[src/hw/rtl/dphc_pkg.sv]
package dphc_pkg;

	// Field and register widths
	localparam int ADC_BITS   = 12;
	localparam int TICK_BITS  = 16;
	localparam int CMD_W      = 2;
	localparam int MODE_W     = 3;
	localparam int DUTY_W     = 7;
	localparam int SDRV_W     = 8;
	localparam int CFG_IDX_W  = 3;
	localparam int CFG_DATA_W = 16;
	localparam int S_TDATA_W  = 16;
	localparam int M_TDATA_W  = 32;
	localparam int DIV_CNT_W  = $clog2(ADC_BITS + 1);

	// Command codes (s_tuser)
	localparam logic [CMD_W-1:0] CMD_TICK  = 2'd0;
	localparam logic [CMD_W-1:0] CMD_START = 2'd1;
	localparam logic [CMD_W-1:0] CMD_STOP  = 2'd2;

	// Drive mode codes
	localparam logic [MODE_W-1:0] MODE_UNCHANGED = 3'd0;
	localparam logic [MODE_W-1:0] MODE_COAST     = 3'd1;
	localparam logic [MODE_W-1:0] MODE_BRAKE     = 3'd2;
	localparam logic [MODE_W-1:0] MODE_FORWARD   = 3'd3;
	localparam logic [MODE_W-1:0] MODE_REVERSE   = 3'd4;

	// Configuration register indexes
	localparam logic [CFG_IDX_W-1:0] REG_SETPOINT   = 3'd0;
	localparam logic [CFG_IDX_W-1:0] REG_DEADBAND   = 3'd1;
	localparam logic [CFG_IDX_W-1:0] REG_MIN_DUTY   = 3'd2;
	localparam logic [CFG_IDX_W-1:0] REG_MAX_DUTY   = 3'd3;
	localparam logic [CFG_IDX_W-1:0] REG_ERR_DIV    = 3'd4;
	localparam logic [CFG_IDX_W-1:0] REG_HOLD_DELAY = 3'd5;
	localparam logic [CFG_IDX_W-1:0] REG_RUN_TICKS  = 3'd6;

	// Register reset values
	localparam logic [ADC_BITS-1:0]  RST_SETPOINT   = 12'd2600;
	localparam logic [ADC_BITS-1:0]  RST_DEADBAND   = 12'd60;
	localparam logic [DUTY_W-1:0]    RST_MIN_DUTY   = 7'd20;
	localparam logic [DUTY_W-1:0]    RST_MAX_DUTY   = 7'd60;
	localparam logic [ADC_BITS-1:0]  RST_ERR_DIV    = 12'd16;
	localparam logic [TICK_BITS-1:0] RST_HOLD_DELAY = 16'd200;
	localparam logic [TICK_BITS-1:0] RST_RUN_TICKS  = 16'd2000;

	localparam logic [DUTY_W-1:0] DUTY_LIMIT = 7'd100;

endpackage

[src/hw/rtl/dphc_div.sv]
// Restoring divider, one quotient bit per cycle.
module dphc_div (
	input  logic                          clk,
	input  logic                          arst_n,
	input  logic                          start,
	input  logic [dphc_pkg::ADC_BITS-1:0] dividend,
	input  logic [dphc_pkg::ADC_BITS-1:0] divisor,
	output logic                          done,
	output logic [dphc_pkg::ADC_BITS-1:0] quotient
);

	logic [dphc_pkg::ADC_BITS-1:0]  rem_q;
	logic [dphc_pkg::ADC_BITS-1:0]  quo_q;
	logic [dphc_pkg::ADC_BITS-1:0]  dvs_q;
	logic [dphc_pkg::DIV_CNT_W-1:0] cnt_q;
	logic                           busy_q;
	logic                           done_q;
	logic [dphc_pkg::ADC_BITS:0]    shifted;
	logic [dphc_pkg::ADC_BITS:0]    trial;
	logic                           fits;

	always_comb begin
		shifted = {rem_q, quo_q[dphc_pkg::ADC_BITS-1]};
		trial   = shifted - {1'b0, dvs_q};
		fits    = shifted >= {1'b0, dvs_q};
	end

	always_ff @(posedge clk or negedge arst_n) begin
		if (!arst_n) begin
			rem_q  <= '0;
			quo_q  <= '0;
			dvs_q  <= '0;
			cnt_q  <= '0;
			busy_q <= 1'b0;
			done_q <= 1'b0;
		end else begin
			done_q <= 1'b0;
			if (start) begin
				rem_q  <= '0;
				quo_q  <= dividend;
				// a zero divisor acts as one
				dvs_q  <= (divisor == '0) ? dphc_pkg::ADC_BITS'(1) : divisor;
				cnt_q  <= dphc_pkg::DIV_CNT_W'(dphc_pkg::ADC_BITS);
				busy_q <= 1'b1;
			end else if (busy_q) begin
				rem_q <= fits ? trial[dphc_pkg::ADC_BITS-1:0]
				              : shifted[dphc_pkg::ADC_BITS-1:0];
				quo_q <= {quo_q[dphc_pkg::ADC_BITS-2:0], fits};
				cnt_q <= cnt_q - dphc_pkg::DIV_CNT_W'(1);
				if (cnt_q == dphc_pkg::DIV_CNT_W'(1)) begin
					busy_q <= 1'b0;
					done_q <= 1'b1;
				end
			end
		end
	end

	assign done     = done_q;
	assign quotient = quo_q;

endmodule

[src/hw/rtl/deadband_position_hold_controller.sv]
// Channel  | Group             | Contents
// ---------+-------------------+-----------------------------------------------
// input    | s_tvalid/s_tready | s_tuser: cmd; s_tdata: position
// result   | m_tvalid/m_tready | m_tdata: drive_mode, duty, signed_drive,
//          |                   |          target, run_active, run_done
// config   | cfg_we            | cfg_index selects register, cfg_data value
//
// A tick that drives the motor also passes through the divide state between accepts;
// the 12-step divider (|error| / error_divisor) runs while the sequencer waits there.
// Start, stop, coast, brake and idle items skip the divide state.
// Reset (arst_n low) restores register defaults and clears all run state.
// A result waits in the output register; the next item is taken meanwhile,
// and only the finish step of that next item stalls until the slot is free.
module deadband_position_hold_controller (
	input  logic                                clk,
	input  logic                                arst_n,
	input  logic                                s_tvalid,
	output logic                                s_tready,
	input  logic [dphc_pkg::S_TDATA_W-1:0]      s_tdata,  // [11:0] position
	input  logic [dphc_pkg::CMD_W-1:0]          s_tuser,  // [1:0] cmd
	output logic                                m_tvalid,
	input  logic                                m_tready,
	// [2:0] drive_mode, [9:3] duty, [17:10] signed_drive,
	// [29:18] target, [30] run_active, [31] run_done
	output logic [dphc_pkg::M_TDATA_W-1:0]      m_tdata,
	input  logic                                cfg_we,
	input  logic [dphc_pkg::CFG_IDX_W-1:0]      cfg_index,
	input  logic [dphc_pkg::CFG_DATA_W-1:0]     cfg_data
);

	typedef enum logic [1:0] {
		ST_IDLE,
		ST_DECIDE,
		ST_DIVIDE,
		ST_FINISH
	} state_t;

	state_t state_q;

	// Configuration registers
	logic [dphc_pkg::ADC_BITS-1:0]  setpoint_q;
	logic [dphc_pkg::ADC_BITS-1:0]  deadband_q;
	logic [dphc_pkg::DUTY_W-1:0]    min_duty_q;
	logic [dphc_pkg::DUTY_W-1:0]    max_duty_q;
	logic [dphc_pkg::ADC_BITS-1:0]  err_div_q;
	logic [dphc_pkg::TICK_BITS-1:0] hold_delay_q;
	logic [dphc_pkg::TICK_BITS-1:0] run_ticks_q;

	// Run state
	logic                           running_q;
	logic                           holding_q;
	logic [dphc_pkg::TICK_BITS-1:0] elapsed_q;
	logic [dphc_pkg::ADC_BITS-1:0]  baseline_q;
	logic [dphc_pkg::ADC_BITS-1:0]  target_q;
	logic [dphc_pkg::SDRV_W-1:0]    sdrv_q;

	// Current item and its result
	logic [dphc_pkg::CMD_W-1:0]     cmd_q;
	logic [dphc_pkg::ADC_BITS-1:0]  pos_q;
	logic [dphc_pkg::MODE_W-1:0]    mode_q;
	logic [dphc_pkg::DUTY_W-1:0]    duty_q;
	logic                           done_q;

	logic                           m_tvalid_q;
	logic [dphc_pkg::M_TDATA_W-1:0] m_tdata_q;

	// Decision and duty logic
	logic                           positive;
	logic [dphc_pkg::ADC_BITS-1:0]  mag;
	logic                           in_band;
	logic                           run_over;
	logic                           hold_now;
	logic [dphc_pkg::TICK_BITS-1:0] elapsed_next;
	logic                           div_start;
	logic                           div_done;
	logic [dphc_pkg::ADC_BITS-1:0]  quotient;
	logic [dphc_pkg::ADC_BITS:0]    duty_sum;
	logic [dphc_pkg::DUTY_W-1:0]    duty_clamp;
	logic [dphc_pkg::DUTY_W-1:0]    duty_final;
	logic                           out_free;

	always_comb begin
		positive = setpoint_q > pos_q;
		mag      = positive ? (setpoint_q - pos_q) : (pos_q - setpoint_q);
		in_band  = mag <= deadband_q;
		run_over = elapsed_q >= run_ticks_q;
		hold_now = holding_q || (elapsed_q >= hold_delay_q);
		// hold the count at its maximum
		elapsed_next = (elapsed_q == '1) ? elapsed_q
		                                 : elapsed_q + dphc_pkg::TICK_BITS'(1);
		div_start = (state_q == ST_DECIDE) && (cmd_q == dphc_pkg::CMD_TICK) &&
		            running_q && !run_over && hold_now && !in_band;

		// clamp to max_duty, then to the percent limit
		duty_sum = {{(dphc_pkg::ADC_BITS + 1 - dphc_pkg::DUTY_W){1'b0}}, min_duty_q} +
		           {1'b0, quotient};
		duty_clamp = (duty_sum > {{(dphc_pkg::ADC_BITS + 1 - dphc_pkg::DUTY_W){1'b0}},
		                          max_duty_q}) ? max_duty_q
		                                       : duty_sum[dphc_pkg::DUTY_W-1:0];
		duty_final = (duty_clamp > dphc_pkg::DUTY_LIMIT) ? dphc_pkg::DUTY_LIMIT
		                                                 : duty_clamp;

		out_free = !m_tvalid_q || m_tready;
	end

	dphc_div u_div (
		.clk      (clk),
		.arst_n   (arst_n),
		.start    (div_start),
		.dividend (mag),
		.divisor  (err_div_q),
		.done     (div_done),
		.quotient (quotient)
	);

	// Configuration writes
	always_ff @(posedge clk or negedge arst_n) begin
		if (!arst_n) begin
			setpoint_q   <= dphc_pkg::RST_SETPOINT;
			deadband_q   <= dphc_pkg::RST_DEADBAND;
			min_duty_q   <= dphc_pkg::RST_MIN_DUTY;
			max_duty_q   <= dphc_pkg::RST_MAX_DUTY;
			err_div_q    <= dphc_pkg::RST_ERR_DIV;
			hold_delay_q <= dphc_pkg::RST_HOLD_DELAY;
			run_ticks_q  <= dphc_pkg::RST_RUN_TICKS;
		end else if (cfg_we) begin
			case (cfg_index)
				dphc_pkg::REG_SETPOINT:   setpoint_q   <= cfg_data[dphc_pkg::ADC_BITS-1:0];
				dphc_pkg::REG_DEADBAND:   deadband_q   <= cfg_data[dphc_pkg::ADC_BITS-1:0];
				dphc_pkg::REG_MIN_DUTY:   min_duty_q   <= cfg_data[dphc_pkg::DUTY_W-1:0];
				dphc_pkg::REG_MAX_DUTY:   max_duty_q   <= cfg_data[dphc_pkg::DUTY_W-1:0];
				dphc_pkg::REG_ERR_DIV:    err_div_q    <= cfg_data[dphc_pkg::ADC_BITS-1:0];
				dphc_pkg::REG_HOLD_DELAY: hold_delay_q <= cfg_data[dphc_pkg::TICK_BITS-1:0];
				dphc_pkg::REG_RUN_TICKS:  run_ticks_q  <= cfg_data[dphc_pkg::TICK_BITS-1:0];
				default: ;
			endcase
		end
	end

	// Sequencer: state, run state and registered outputs
	always_ff @(posedge clk or negedge arst_n) begin
		if (!arst_n) begin
			state_q    <= ST_IDLE;
			running_q  <= 1'b0;
			holding_q  <= 1'b0;
			elapsed_q  <= '0;
			baseline_q <= '0;
			target_q   <= '0;
			sdrv_q     <= '0;
			cmd_q      <= dphc_pkg::CMD_TICK;
			pos_q      <= '0;
			mode_q     <= dphc_pkg::MODE_UNCHANGED;
			duty_q     <= '0;
			done_q     <= 1'b0;
			m_tvalid_q <= 1'b0;
			m_tdata_q  <= '0;
		end else begin
			// the finish step reloads the slot itself
			if (m_tvalid_q && m_tready && state_q != ST_FINISH) begin
				m_tvalid_q <= 1'b0;
			end
			case (state_q)
				ST_IDLE: begin
					if (s_tvalid) begin
						cmd_q   <= s_tuser;
						pos_q   <= s_tdata[dphc_pkg::ADC_BITS-1:0];
						state_q <= ST_DECIDE;
					end
				end
				ST_DECIDE: begin
					mode_q  <= dphc_pkg::MODE_UNCHANGED;
					duty_q  <= '0;
					done_q  <= 1'b0;
					state_q <= ST_FINISH;
					if (cmd_q == dphc_pkg::CMD_START) begin
						// restart the run from the measured position
						running_q  <= 1'b1;
						holding_q  <= 1'b0;
						elapsed_q  <= '0;
						baseline_q <= pos_q;
						target_q   <= pos_q;
						sdrv_q     <= '0;
						mode_q     <= dphc_pkg::MODE_COAST;
					end else if (cmd_q == dphc_pkg::CMD_STOP ||
					             (cmd_q == dphc_pkg::CMD_TICK && running_q && run_over)) begin
						// end the run and brake, also when no run was active
						running_q  <= 1'b0;
						holding_q  <= 1'b0;
						baseline_q <= pos_q;
						target_q   <= pos_q;
						sdrv_q     <= '0;
						mode_q     <= dphc_pkg::MODE_BRAKE;
						done_q     <= (cmd_q == dphc_pkg::CMD_TICK);
					end else if (cmd_q == dphc_pkg::CMD_TICK && running_q) begin
						holding_q <= hold_now;
						elapsed_q <= elapsed_next;
						if (!hold_now) begin
							target_q <= baseline_q;
							sdrv_q   <= '0;
							mode_q   <= dphc_pkg::MODE_COAST;
						end else if (in_band) begin
							target_q <= setpoint_q;
							sdrv_q   <= '0;
							mode_q   <= dphc_pkg::MODE_BRAKE;
						end else begin
							// drive: wait for the divider
							target_q <= setpoint_q;
							mode_q   <= positive ? dphc_pkg::MODE_FORWARD
							                     : dphc_pkg::MODE_REVERSE;
							state_q  <= ST_DIVIDE;
						end
					end
				end
				ST_DIVIDE: begin
					if (div_done) begin
						duty_q  <= duty_final;
						sdrv_q  <= positive ? {1'b0, duty_final}
						                    : (~{1'b0, duty_final}) + dphc_pkg::SDRV_W'(1);
						state_q <= ST_FINISH;
					end
				end
				ST_FINISH: begin
					if (out_free) begin
						m_tdata_q  <= {done_q, running_q, target_q, sdrv_q, duty_q, mode_q};
						m_tvalid_q <= 1'b1;
						state_q    <= ST_IDLE;
					end
				end
				default: state_q <= ST_IDLE;
			endcase
		end
	end

	assign s_tready = (state_q == ST_IDLE);
	assign m_tvalid = m_tvalid_q;
	assign m_tdata  = m_tdata_q;

endmodule

[config.mk]
export PLATFORM = sky130hd
export DESIGN_NAME = deadband_position_hold_controller
export DESIGN_NICKNAME = d
export VERILOG_FILES = /design/src/hw/rtl/dphc_pkg.sv /design/src/hw/rtl/dphc_div.sv /design/src/hw/rtl/deadband_position_hold_controller.sv
export SDC_FILE = /design/constraint.sdc
export NUM_CORES = 1
export LEC_CHECK = 0
export ABC_AREA = 1
export BUFFER_PORTS_ARGS = -buffer_cell sky130_fd_sc_hd__buf_2
export CELL_PAD_IN_SITES_DETAIL_PLACEMENT = 2
export CELL_PAD_IN_SITES_GLOBAL_PLACEMENT = 2
export CORE_AREA = 10 10 208 210
export DETAILED_ROUTE_END_ITERATION = 10
export DIE_AREA = 0 0 218 220
export GPL_TIMING_DRIVEN = 0
export PLACE_DENSITY = 0.87
export SYNTH_ARGS = -nofsm -noshare
export SYNTH_HDL_FRONTEND = slang
export SYNTH_HIERARCHICAL = 1
export SYNTH_SLANG_ARGS = --single-unit
[constraint.sdc]
create_clock -name clk -period 13 [get_ports clk]
set_clock_uncertainty 0.1 [all_clocks]
set_input_delay 1.95 -clock clk [delete_from_list [all_inputs] [get_ports clk]]
set_output_delay 1.95 -clock clk [all_outputs]
set_load 0.01 [all_outputs]
* Word level (Yosys, flattened, before mapping)
Cells that the tools add are included.
W data, S select, Z words.
** Storage, ports and cells
- Input bits :: 42
- Output and inout port bits :: 34
- Register bits :: 234
** Cells by class
- $add $sub $neg :: 7
- Multiplexer cells :: 62
- Eq/ne operators :: 21
- Bitwise gates (word level) :: 1
- Reduce and logical (&&, ||, !) cells :: 39
- Magnitude comparators :: 7
** Operators with widths (number)
- $mux W12 :: 13
- $mux W16 :: 4
- $mux W8 :: 7
- $sub A12 B12 Y12 :: 3
- $ge A16 B16 Y1 :: 2
- $reduce_and A2 Y1 :: 12
- $mux W1 :: 21
- $mux W7 :: 3
- $mux W3 :: 6
- $add A16 B1 Y16 const B :: 1
- $eq A16 B16 Y1 const B :: 1
- $pmux W8 S2 :: 1
- $pmux W7 S2 :: 1
- $add A7 B12 Y13 :: 1
- $ge A13 B12 Y1 :: 1
- $gt A13 B7 Y1 :: 1
- $gt A12 B12 Y1 :: 1
- $le A12 B12 Y1 :: 1
- $logic_not A12 Y1 :: 1
- $eq A3 B3 Y1 const B :: 3
- $logic_and A1 B1 Y1 :: 9
- $add A8 B1 Y8 const B :: 1
- $mux W4 :: 2
- $ne A2 B2 Y1 const B :: 4
- other kinds (21) :: 37

* Logic depth before layout (Yosys ltp)
Gate-level depths: netlist of the first run.
- Depth after elaboration :: 10
- Depth in mapped cells :: 35

* Cells and area by module
Netlist of the first run, hierarchy kept.
** Modules (own cells, without submodules)
- deadband_position_hold_controller :: cells each 1345, times used 1, area an instance 10946.7 um^2, sequential area each 4834.6 um^2
- dphc_div :: cells each 357, times used 1, area an instance 2625.0 um^2, sequential area each 1051.0 um^2

* Least setup slack after synthesis of the first run
Ideal clock, no wire load.
- Path kind :: register -> register
- From :: reg setpoint_q[3] (netlist bit)
- To :: reg u_div/dvs_q[10] (netlist bit)
- Cell stages (with the launch flop) :: 28
- Arrival time :: 4100 ps
- Setup slack :: 8664 ps
- Library setup time :: 135 ps
- Cell sequence :: dfstp_2 > inv_1 > ha_1 > buf_2 > nand2_1 > nor3_1 > nor2_1 > o21ai_1 > nand2_1 > o311ai_1 > nand2_1 > buf_2 > o21ai_1 > nand2_1 > o21ai_1 > xor2_1 > inv_1 > ha_1 > nand4_1 > nor2_1 > nand2_1 > o211ai_1 > o21a_1 > inv_1 > nor2_1 > clkbuf_1 > clkbuf_1 > o21ai_0
** On the way
- Cells in the longest elaborated chain, start to end :: 5
- Elaborated cells between the ends (all ways) :: 7
- Classes of those cells :: add/sub: 2; order compare: 2; mux: 1; reduce/logical: 2
** RTL lines
- start: declaration :: RTL line deadband_position_hold_controller.sv:41 : logic [dphc_pkg::ADC_BITS-1:0] setpoint_q;
- start signal: assignment :: RTL line deadband_position_hold_controller.sv:119 : setpoint_q <= dphc_pkg::RST_SETPOINT;
- start signal: assignment :: RTL line deadband_position_hold_controller.sv:128 : dphc_pkg::REG_SETPOINT: setpoint_q <= cfg_data[dphc_pkg::ADC_BITS-1:0];
- $sub A12 B12 Y12 or $gt A12 B12 Y1 (tied branches) :: RTL line deadband_position_hold_controller.sv:84, deadband_position_hold_controller.sv:83
- $mux W12 (*) :: RTL line deadband_position_hold_controller.sv:84 : mag = positive ? (setpoint_q - pos_q) : (pos_q - setpoint_q);
- named net mag (one bit) :: RTL line deadband_position_hold_controller.sv:69 : logic [dphc_pkg::ADC_BITS-1:0] mag;
- $le A12 B12 Y1 (*) :: RTL line deadband_position_hold_controller.sv:85 : in_band = mag <= deadband_q;
- $logic_not A1 Y1 (*) :: RTL line deadband_position_hold_controller.sv:92 : running_q && !run_over && hold_now && !in_band;
- $logic_and A1 B1 Y1 (*) :: RTL line deadband_position_hold_controller.sv:92
- named net div_start :: RTL line deadband_position_hold_controller.sv:74 : logic div_start;
- end signal: assignment :: RTL line dphc_div.sv:42 : dvs_q <= (divisor == '0) ? dphc_pkg::ADC_BITS'(1) : divisor;
- end: declaration :: RTL line dphc_div.sv:14 : logic [dphc_pkg::ADC_BITS-1:0] dvs_q;
Mark *: on every way through the listed nets, which the timed path passes. The rest lies on a longest branch.
A chain may end at the register's enable or synchronous reset.

* Worst setup path after layout of the first run
- From :: reg setpoint_q[3] (netlist bit)
- To :: reg u_div.quo_q, in the netlist u_div/quotient[8]
** On the way
- Cells in the longest elaborated chain, start to end :: 6
- Elaborated cells between the ends (all ways) :: 9
- Classes of those cells :: add/sub: 2; order compare: 2; mux: 2; reduce/logical: 3
** RTL lines
- $sub A12 B12 Y12 or $gt A12 B12 Y1 (tied branches) :: RTL line deadband_position_hold_controller.sv:84, deadband_position_hold_controller.sv:83
- $mux W12 (*) :: RTL line deadband_position_hold_controller.sv:84
- named net mag (one bit) :: RTL line deadband_position_hold_controller.sv:69
- $le A12 B12 Y1 (*) :: RTL line deadband_position_hold_controller.sv:85
- $logic_not A1 Y1 (*) :: RTL line deadband_position_hold_controller.sv:92
- $logic_and A1 B1 Y1 (*) :: RTL line deadband_position_hold_controller.sv:92
- named net div_start :: RTL line deadband_position_hold_controller.sv:74
- $mux W12 or $reduce_bool A2 Y1 (tied branches)
- end signal: assignment :: RTL line dphc_div.sv:40 : quo_q <= dividend;
- end signal: assignment :: RTL line dphc_div.sv:48 : quo_q <= {quo_q[dphc_pkg::ADC_BITS-2:0], fits};
- end: declaration :: RTL line dphc_div.sv:13 : logic [dphc_pkg::ADC_BITS-1:0] quo_q;
Marked as above.

==> impl_metrics.csv, run 1 <==
group,metric,value,unit
status,status,"complete, no violations",
timing,hold_violations,0,
cts,cts_resized,0,
global_route,grt_pass1_wl,87500,um
timing,finalSetupViolations,0,
floorplanning,die_h,220,um
timing,max_freq,0.144,GHz
setup_path,cp_slowest_cell,"dfstp_2",
logic_synthesis,yosysWarningCount,6,
timing,period_share,53.6,%
pwr,p_per_area,231,nW/um2
cts,ctsHoldBuffers,0,
timing,report.final.slew_viol_count,0,
logic_synthesis,syn_avg_cell_area,7.97,um2
cts,cts.clk_slew.worst_paths,0.06,ns
setup_path,rr_worst_depth,28,
routing,drt-initial-drc-count,696,
logic_synthesis,async_flop_share,100,%
logic_synthesis,synth_top_area_share,38.7,%
setup_path,critPathArrivalTime,7.33,ns
cts,cts_made_buffers,28,
logic_synthesis,synth-edff-count,0,
cts,cts_buffer_depth,3,
timing,worst_pin_slew,0.863,ns
logic_synthesis,synth_cell_type_count,59,
routing,drc_errors,0,
setup_path,worstReg2RegEnd,"u_div/quotient[8]",
placed_design,placement.io_buffers,71,
logic_synthesis,ys_ff_latch,234,
cells_and_area,nets,1952,
job,drv_cap,0,
logic_synthesis,yosysTopAreaCell,"dfrtp_1",
worst_hold_path,hold_class,"flip-flop to flip-flop",
setup_path,crit_type,"flip-flop to flip-flop",
logic_synthesis,synthCells,1702,
cts,htree_levels,1,
setup_path,required,13.37,ns
cts,cts_tree,"built",
routing,ant_nets,0,
cts,clkLatencyLatePin,0.58,ns
floorplanning,core_area,39300,um2
cts,cts-root-buf,"clkbuf_16",
logic_synthesis,ys_seq_area_share,43.4,%
cells_and_area,drive_gt1_share,11.2,%
setup_path,r2r_setup_slack,6.04,ns
timing,relSlewSlack,42.4,%
routing,drt_wl_total,55300,um
global_route,grt_max_degree,87,
floorplanning,placement_rows,73,
setup_path,slowest_delay,0.59,ns
routing,vias,12743,
logic_synthesis,syn_nets,1849,
floorplanning,die_w,218,um
floorplanning,initial_core_util,34.6,%
logic_synthesis,synth.area.top_cells,"dfrtp_1 (39%), nand2_1 (12%), ha_1 (9.3%)",
logic_synthesis,synth-main-ff-cell,"dfrtp_1",
routing,viasPerCell,5.42,
cells_and_area,layout_common_cells,"nand2_1 (424), inv_1 (276), dfrtp_1 (210)",
pwr,total_power,3.61,mW
setup_path,endpoint,"u_div/quotient[8]",
cells_and_area,syn2layout_area_growth,15.2,%
global_route,antenna_found_initial,1,
setup_path,reg2reg_from,"setpoint_q[3]",
placed_design,dpl.hpwl,37300,um
global_route,grt_pass1_vias,14740,
floorplanning,die_area,48000,um2
setup_path,cp-startpoint,"setpoint_q[3]",
setup_path,path_common_cell,"nand2_1",
cells_and_area,mostFrequentLayoutCell,"nand2_1",
logic_synthesis,synth_area,13600,um2
pwr,peakVddDrop,88.2,uV
cts,clock-sinks,234,
global_route,overflow,0,
pwr,leakagePower,7.94,nW
floorplanning,ios,76,
setup_path,start_kind,"flip-flop",
setup_path,cp-end-kind,"flip-flop",
timing,tns,0,ns
cts,cts_setup_buffers,0,
setup_path,crit_fanout,10,
timing,period_needed,6.96,ns
routing,dr.pass1.iters,5,
timing,rsz0062_at_grt,"no",
global_route,grtUsageTotal,23.1,%
placed_design,gp_congestion,0.851,
routing,wire_per_inst,23.5,um
[metal layers]
metal  global-route usage, %  share of wire (%)  routed length (um)  up-vias
li1                        -                  -                   -     5723
met4                    10.9                4.4                2450        0
met1                    26.2                 40               22200     6572
met3                    2.98                3.2                1780      144
met2                    42.1                 52               28900      304
met5                       0                  0                   0        -
[critical path: cells and delay by family (launching register included)]
family / cells / cell delay (ns)
adders and majority gates: 2 / 0.65
DFF: 1 / 0.59
buffers and inverters: 8 / 2.25
and+or+nand+nor: 9 / 1.63
xor gates and xnor gates: 1 / 0.23
AOI/OAI and AO/OA: 8 / 1.36
[kinds of logic after synthesis]
| logic type | Yosys count | share of synthesized area, % |
|---|---|---|
| and+or+nand+nor | 654 | 21.1 |
| AOI/OAI and AO/OA | 359 | 14.7 |
| buffers and inverters | 323 | 9.05 |
| DFF | 234 | 43.4 |
| adders and majority gates | 105 | 9.90 |
| xor gates and xnor gates | 18 | 1.16 |
| muxes | 9 | 0.747 |
[registers in the layout, summed over array words and instances, names as in the netlist, 4 cells and up]
| name | count |
|---|---|
| u_div/quotient | 12 |
| max_duty_q | 7 |
| m_tdata | 32 |
| pos_q | 12 |
| duty_q | 7 |
| deadband_q | 12 |
| setpoint_q | 12 |
| sdrv_q | 8 |
| u_div/rem_q | 12 |
| err_div_q | 12 |
| hold_delay_q | 16 |
| u_div/dvs_q | 12 |
| u_div/cnt_q | 4 |
| elapsed_q | 16 |
| min_duty_q | 7 |
| target_q | 12 |
| run_ticks_q | 16 |
| baseline_q | 12 |
[power breakdown]
| part | total (mW) | internal, mW | switching [mW] |
|---|---|---|---|
| clock network | 0.859 | 0.509 | 0.350 |
| registers | 1.05 | 0.912 | 0.134 |
| logic | 1.70 | 0.511 | 1.19 |
| total | 3.61 | 1.93 | 1.68 |
[worst min-delay path by stage]
stage,to,cells past startpoint,from,slack [ns]
finish,m_tdata[5],2,m_tdata[5],0.39
global route,baseline_q[5],2,baseline_q[5],0.42
CTS,m_tdata[4],2,m_tdata[4],0.39
detailed placement,m_tdata[4],2,m_tdata[4],0.37
global placement,baseline_q[1],2,baseline_q[1],0.36
floorplan,sdrv_q[5],2,sdrv_q[5],0.35
[synthesized netlist by cell type (all sizes together) (2+ instances only)]
| master | count |
|---|---|
| fa | 4 |
| o21bai | 2 |
| o211ai | 10 |
| nor3 | 16 |
| nor2 | 90 |
| and2 | 2 |
| nor4 | 5 |
| nand3b | 2 |
| o21ai | 214 |
| nand2 | 444 |
| a211oi | 5 |
| a31oi | 4 |
| o22ai | 8 |
| ha | 101 |
| nand3 | 64 |
| nand4 | 26 |
| or2 | 3 |
| o221ai | 7 |
| dfrtp | 210 |
| a21oi | 88 |
| mux2 | 9 |
| clkbuf | 36 |
| inv | 280 |
| xor2 | 8 |
| buf | 6 |
| dfstp | 24 |
| a221oi | 5 |
| a22oi | 4 |
| o21a | 4 |
| xnor2 | 10 |
[through the flow]
step	utilization [%]	std cells	setup slack, ns	instance area, um2	hold slack [ns]
4_1_cts	39.8	2351	6.25	15600	0.389
3_5_place_dp	37.3	2300	6.83	14600	0.372
5_1_grt	39.8	2352	5.76	15600	0.424
6_report	39.8	2352	6.04	15600	0.388
3_3_place_gp	37.1	2298	5.71	14600	0.362
2_1_floorplan	-	1702	8.66	13600	0.345
[area by class of cell]
| cell class | count | area, um2 |
|---|---|---|
| timing repair buffer | 73 | 420 |
| sequential | 234 | 5890 |
| clock buffer | 37 | 796 |
| fill | 4460 | 23600 |
| buffer | 42 | 174 |
| antenna | 1 | 2.50 |
| multi-input combinational | 1145 | 6460 |
| clock inverter | 14 | 181 |
| tap | 525 | 657 |
| inverter | 281 | 1050 |
No activity file was read; power rests on OpenSTA's default activity.
==> run 2: changes to the inputs <==
--- a/config.mk
+++ b/config.mk
@@ -5,7 +5,7 @@
 export SDC_FILE = /design/constraint.sdc
 export NUM_CORES = 1
 export LEC_CHECK = 0
-export ABC_AREA = 1
+export ABC_AREA = 0
 export BUFFER_PORTS_ARGS = -buffer_cell sky130_fd_sc_hd__buf_2
 export CELL_PAD_IN_SITES_DETAIL_PLACEMENT = 2
 export CELL_PAD_IN_SITES_GLOBAL_PLACEMENT = 2
@@ -13,7 +13,7 @@
 export DETAILED_ROUTE_END_ITERATION = 10
 export DIE_AREA = 0 0 218 220
 export GPL_TIMING_DRIVEN = 0
-export PLACE_DENSITY = 0.87
+export PLACE_DENSITY = 0.82
 export SYNTH_ARGS = -nofsm -noshare
 export SYNTH_HDL_FRONTEND = slang
 export SYNTH_HIERARCHICAL = 1
==> constraint.sdc (replaced) <==
create_clock -name clk -period 7.06 [get_ports clk]
set_clock_uncertainty 0.1 [all_clocks]
set_input_delay 1.059 -clock clk [delete_from_list [all_inputs] [get_ports clk]]
set_output_delay 1.059 -clock clk [all_outputs]
set_load 0.01 [all_outputs]
==> run 2 against run 1 <==
Final cell count is 14% lower; die area stayed put; critical path type unchanged; sequential power is 47% higher; power is 9.0% higher; highest routed layer unchanged; cell area shrank 0.56%; sequential cell count unchanged; largest cell class unchanged; via count is 14% lower; global-route usage fell by 4.2 points; critical endpoint is now u_div/quotient[7]; sequential share of layout area rose by 0.21 points; register-to-register slack got worse by 5.6 ns; worst setup slack worse by 5.6 ns; clock-buffer cell count is 7 higher.
==> impl_metrics.csv, run 2 <==
group,metric,value,unit
status,status,"complete, no violations",
cts,cts_tree,"built",
logic_synthesis,synth-main-ff-cell,"dfrtp_1",
floorplanning,ios,76,
timing,worst_pin_slew,1.04,ns
floorplanning,core_area,39300,um2
timing,hold_violations,0,
timing,rsz0062_at_grt,"no",
global_route,grt_max_degree,107,
worst_hold_path,hold_class,"primary input to async pin",
logic_synthesis,synth_most_common_cell,"dfrtp_1",
routing,wire_per_inst,22.4,um
logic_synthesis,ys_seq_area_share,43.3,%
logic_synthesis,synth_area,13600,um2
setup_path,critPathArrivalTime,7.04,ns
logic_synthesis,synth_common_cells,"dfrtp_1 (210), nand2_1 (132), inv_1 (114)",
logic_synthesis,ys_ff_latch,234,
setup_path,cp_top_family,"compound AO/OA/AOI/OAI gates",
pwr,seq_power_share,39.0,%
placed_design,gp_congestion,0.885,
cells_and_area,layout_common_cells,"dfrtp_1 (210), nand2_1 (132), inv_1 (114)",
setup_path,cp_slowest_cell,"clkbuf_1",
placed_design,placement.io_buffers,69,
logic_synthesis,yosysTopAreaCell,"dfrtp_1",
cells_and_area,num-fill-cells,4268,
routing,viasPerCell,5.41,
setup_path,start_kind,"flip-flop",
timing,max_freq,0.150,GHz
global_route,grtUsageTotal,18.9,%
cells_and_area,final_util,39.6,%
routing,ant_nets,0,
job,drv_cap,0,
setup_path,critical_path.cell_chain,"ha_1 > fa_1 > nor2b_1 > o21a_1 > o21ai_1 > a21oi_1 > o21a_1 > clkbuf_1 > a21oi_1 > xnor2_1 > ha_1 > a21o_1 > a21o_1 > a21oi_1 > o211a_1 > a211o_1 > nor3_1 > buf_1 > buf_1 > nand2_1 > o21ai_0",
global_route,antenna_found_initial,0,
floorplanning,initial_core_util,34.6,%
cells_and_area,drive_gt1_share,18.9,%
logic_synthesis,synth_cell_type_count,81,
pwr,switching_share,31.6,%
routing,drt-initial-drc-count,480,
setup_path,crit_fanout,10,
cts,cts_made_buffers,28,
pwr,clkPwrFrac,35.9,%
setup_path,crit_type,"flip-flop to flip-flop",
timing,relSlewSlack,30.4,%
setup_path,slowest_delay,0.62,ns
cells_and_area,syn2layout_area_growth,14.4,%
timing,period_share,94.5,%
pwr,p_switching,1.24,mW
routing,drc_errors,0,
logic_synthesis,synth_top_area_share,38.7,%
logic_synthesis,yosysWarningCount,6,
global_route,overflow,0,
cts,clock-sinks,234,
cts,cts_setup_buffers,0,
setup_path,cp-end-kind,"flip-flop",
global_route,grt_pass1_vias,12480,
cells_and_area,antenna_cells_inserted,0,
logic_synthesis,syn_avg_cell_area,9.93,um2
floorplanning,placement_rows,73,
cts,cts-root-buf,"clkbuf_16",
pwr,total_power,3.93,mW
cells_and_area,mostFrequentLayoutCell,"dfrtp_1",
timing,tns,0,ns
floorplanning,die_w,218,um
routing,dr.pass1.iters,7,
pwr,leakagePower,7.23,nW
cts,cts_buffer_depth,3,
pwr,p_int,2.69,mW
timing,finalSetupViolations,0,
cells_and_area,final_area,15500,um2
floorplanning,die_h,220,um
setup_path,required,7.43,ns
cells_and_area,nets,1616,
cts,clkLatencyLatePin,0.57,ns
routing,drt_wl_total,45100,um
cells_and_area,largest_reg_flops,32,
floorplanning,die_area,48000,um2
setup_path,worst-path-buf-inv,3,
logic_synthesis,synthCells,1368,
logic_synthesis,synth-edff-count,0,
placed_design,dpl.hpwl,33400,um
pwr,peakVddDrop,163,uV
cts,cts.clk_slew.worst_paths,0.06,ns
routing,vias,10905,
global_route,grt_pass1_wl,72100,um
logic_synthesis,async_flop_share,100,%
pwr,power_frac_comb,25.1,%
logic_synthesis,synth.area.top_cells,"dfrtp_1 (39%), ha_1 (9.3%), mux2_2 (9.0%)",
cts,htree_levels,1,
placed_design,post_dp_cell_area,14600,um2
pwr,p_per_area,253,nW/um2
timing,report.final.slew_viol_count,0,
logic_synthesis,syn_nets,1515,
timing,period_needed,6.67,ns
setup_path,path_common_cell,"a21oi_1",
==> run 2: path summary, 6_finish.rpt <==
| path | from | endpoint | slack (ns) | cells past startpoint |
|---|---|---|---|---|
| setup / recovery | pos_q[0] | u_div/quotient[7] | 0.39 | 21 |
| hold / removal | arst_n | m_tdata[11] | 0.23 | 1 |
| setup reg to reg | pos_q[0] | u_div/quotient[7] | 0.39 | 21 |
| hold reg to reg | target_q[1] | target_q[1] | 0.38 | 1 |
| max in group asynchronous | arst_n | run_ticks_q[9] | 5.31 | 3 |
| min in group clk | target_q[1] | target_q[1] | 0.38 | 1 |
==> run 2: what timing repair did <==
item | in CTS | in global routing
setup endpoints to repair | 0 | 35
hold buffers | 0 | 0
hold endpoints to repair | 0 | 0
gates resized for setup | 0 | 3
==> run 2: logic make-up (layout without fill, tap and decap cells) <==
group                    Yosys count  after routing  share of synthesized area [%]
AND/OR/NAND/NOR                  351            351                           12.2
AO/OA/AOI/OAI                    342            342                           16.6
flip-flops                       234            234                           43.3
buffers and inverters            166            288                           4.77
multiplexers                     128            128                           10.5
adder cells (fa/ha/maj)          105            105                           9.90
XOR/XNOR                          42             42                           2.71
==> run 2: routing by layer <==
layer  part of all wire (%)  wire length, um  up-vias  global-route usage, %
met2                     51            23100      150                   33.9
met3                    3.1             1420       61                   2.73
met5                      0                0        -                      0
met4                    2.5             1120        0                   5.02
li1                       -                -     5036                      -
met1                     43            19500     5658                   23.0
==> run 2: power groups by stage <==
stage / clock network [mW] / registers (mW) / logic [mW]
finish: 1.41 / 1.54 / 0.986
global route: 1.51 / 1.55 / 1.09
CTS: 1.45 / 1.53 / 0.982
detailed placement: 0 / 1.56 / 0.966
global placement: 0 / 1.55 / 0.909
floorplan: 0 / 1.53 / 0.661
==> run 2: through the flow <==
| stage | hold slack, ns | setup WS (ns) | cells |
|---|---|---|---|
| 2_1_floorplan | 0.342 | 2.10 | 1368 |
| 3_3_place_gp | 0.358 | 0.520 | 1962 |
| 3_5_place_dp | 0.367 | 0.335 | 1964 |
| 4_1_cts | 0.223 | 0.282 | 2015 |
| 5_1_grt | 0.239 | 0.0505 | 2015 |
| 6_report | 0.234 | 0.389 | 2015 |
==> run 2: layout make-up <==
| cell class | instances | area [um2] | share of cell area (%) |
|---|---|---|---|
| inverters | 114 | 428 | 2.75 |
| clock inverters | 7 | 62.6 | 0.403 |
| repair buffers | 71 | 410 | 2.64 |
| plain buffers | 52 | 221 | 1.42 |
| well taps | 525 | 657 | 4.23 |
| multi-input cells | 968 | 7050 | 45.4 |
| flip-flops and latches | 234 | 5890 | 37.9 |
| clock buffers | 44 | 822 | 5.29 |
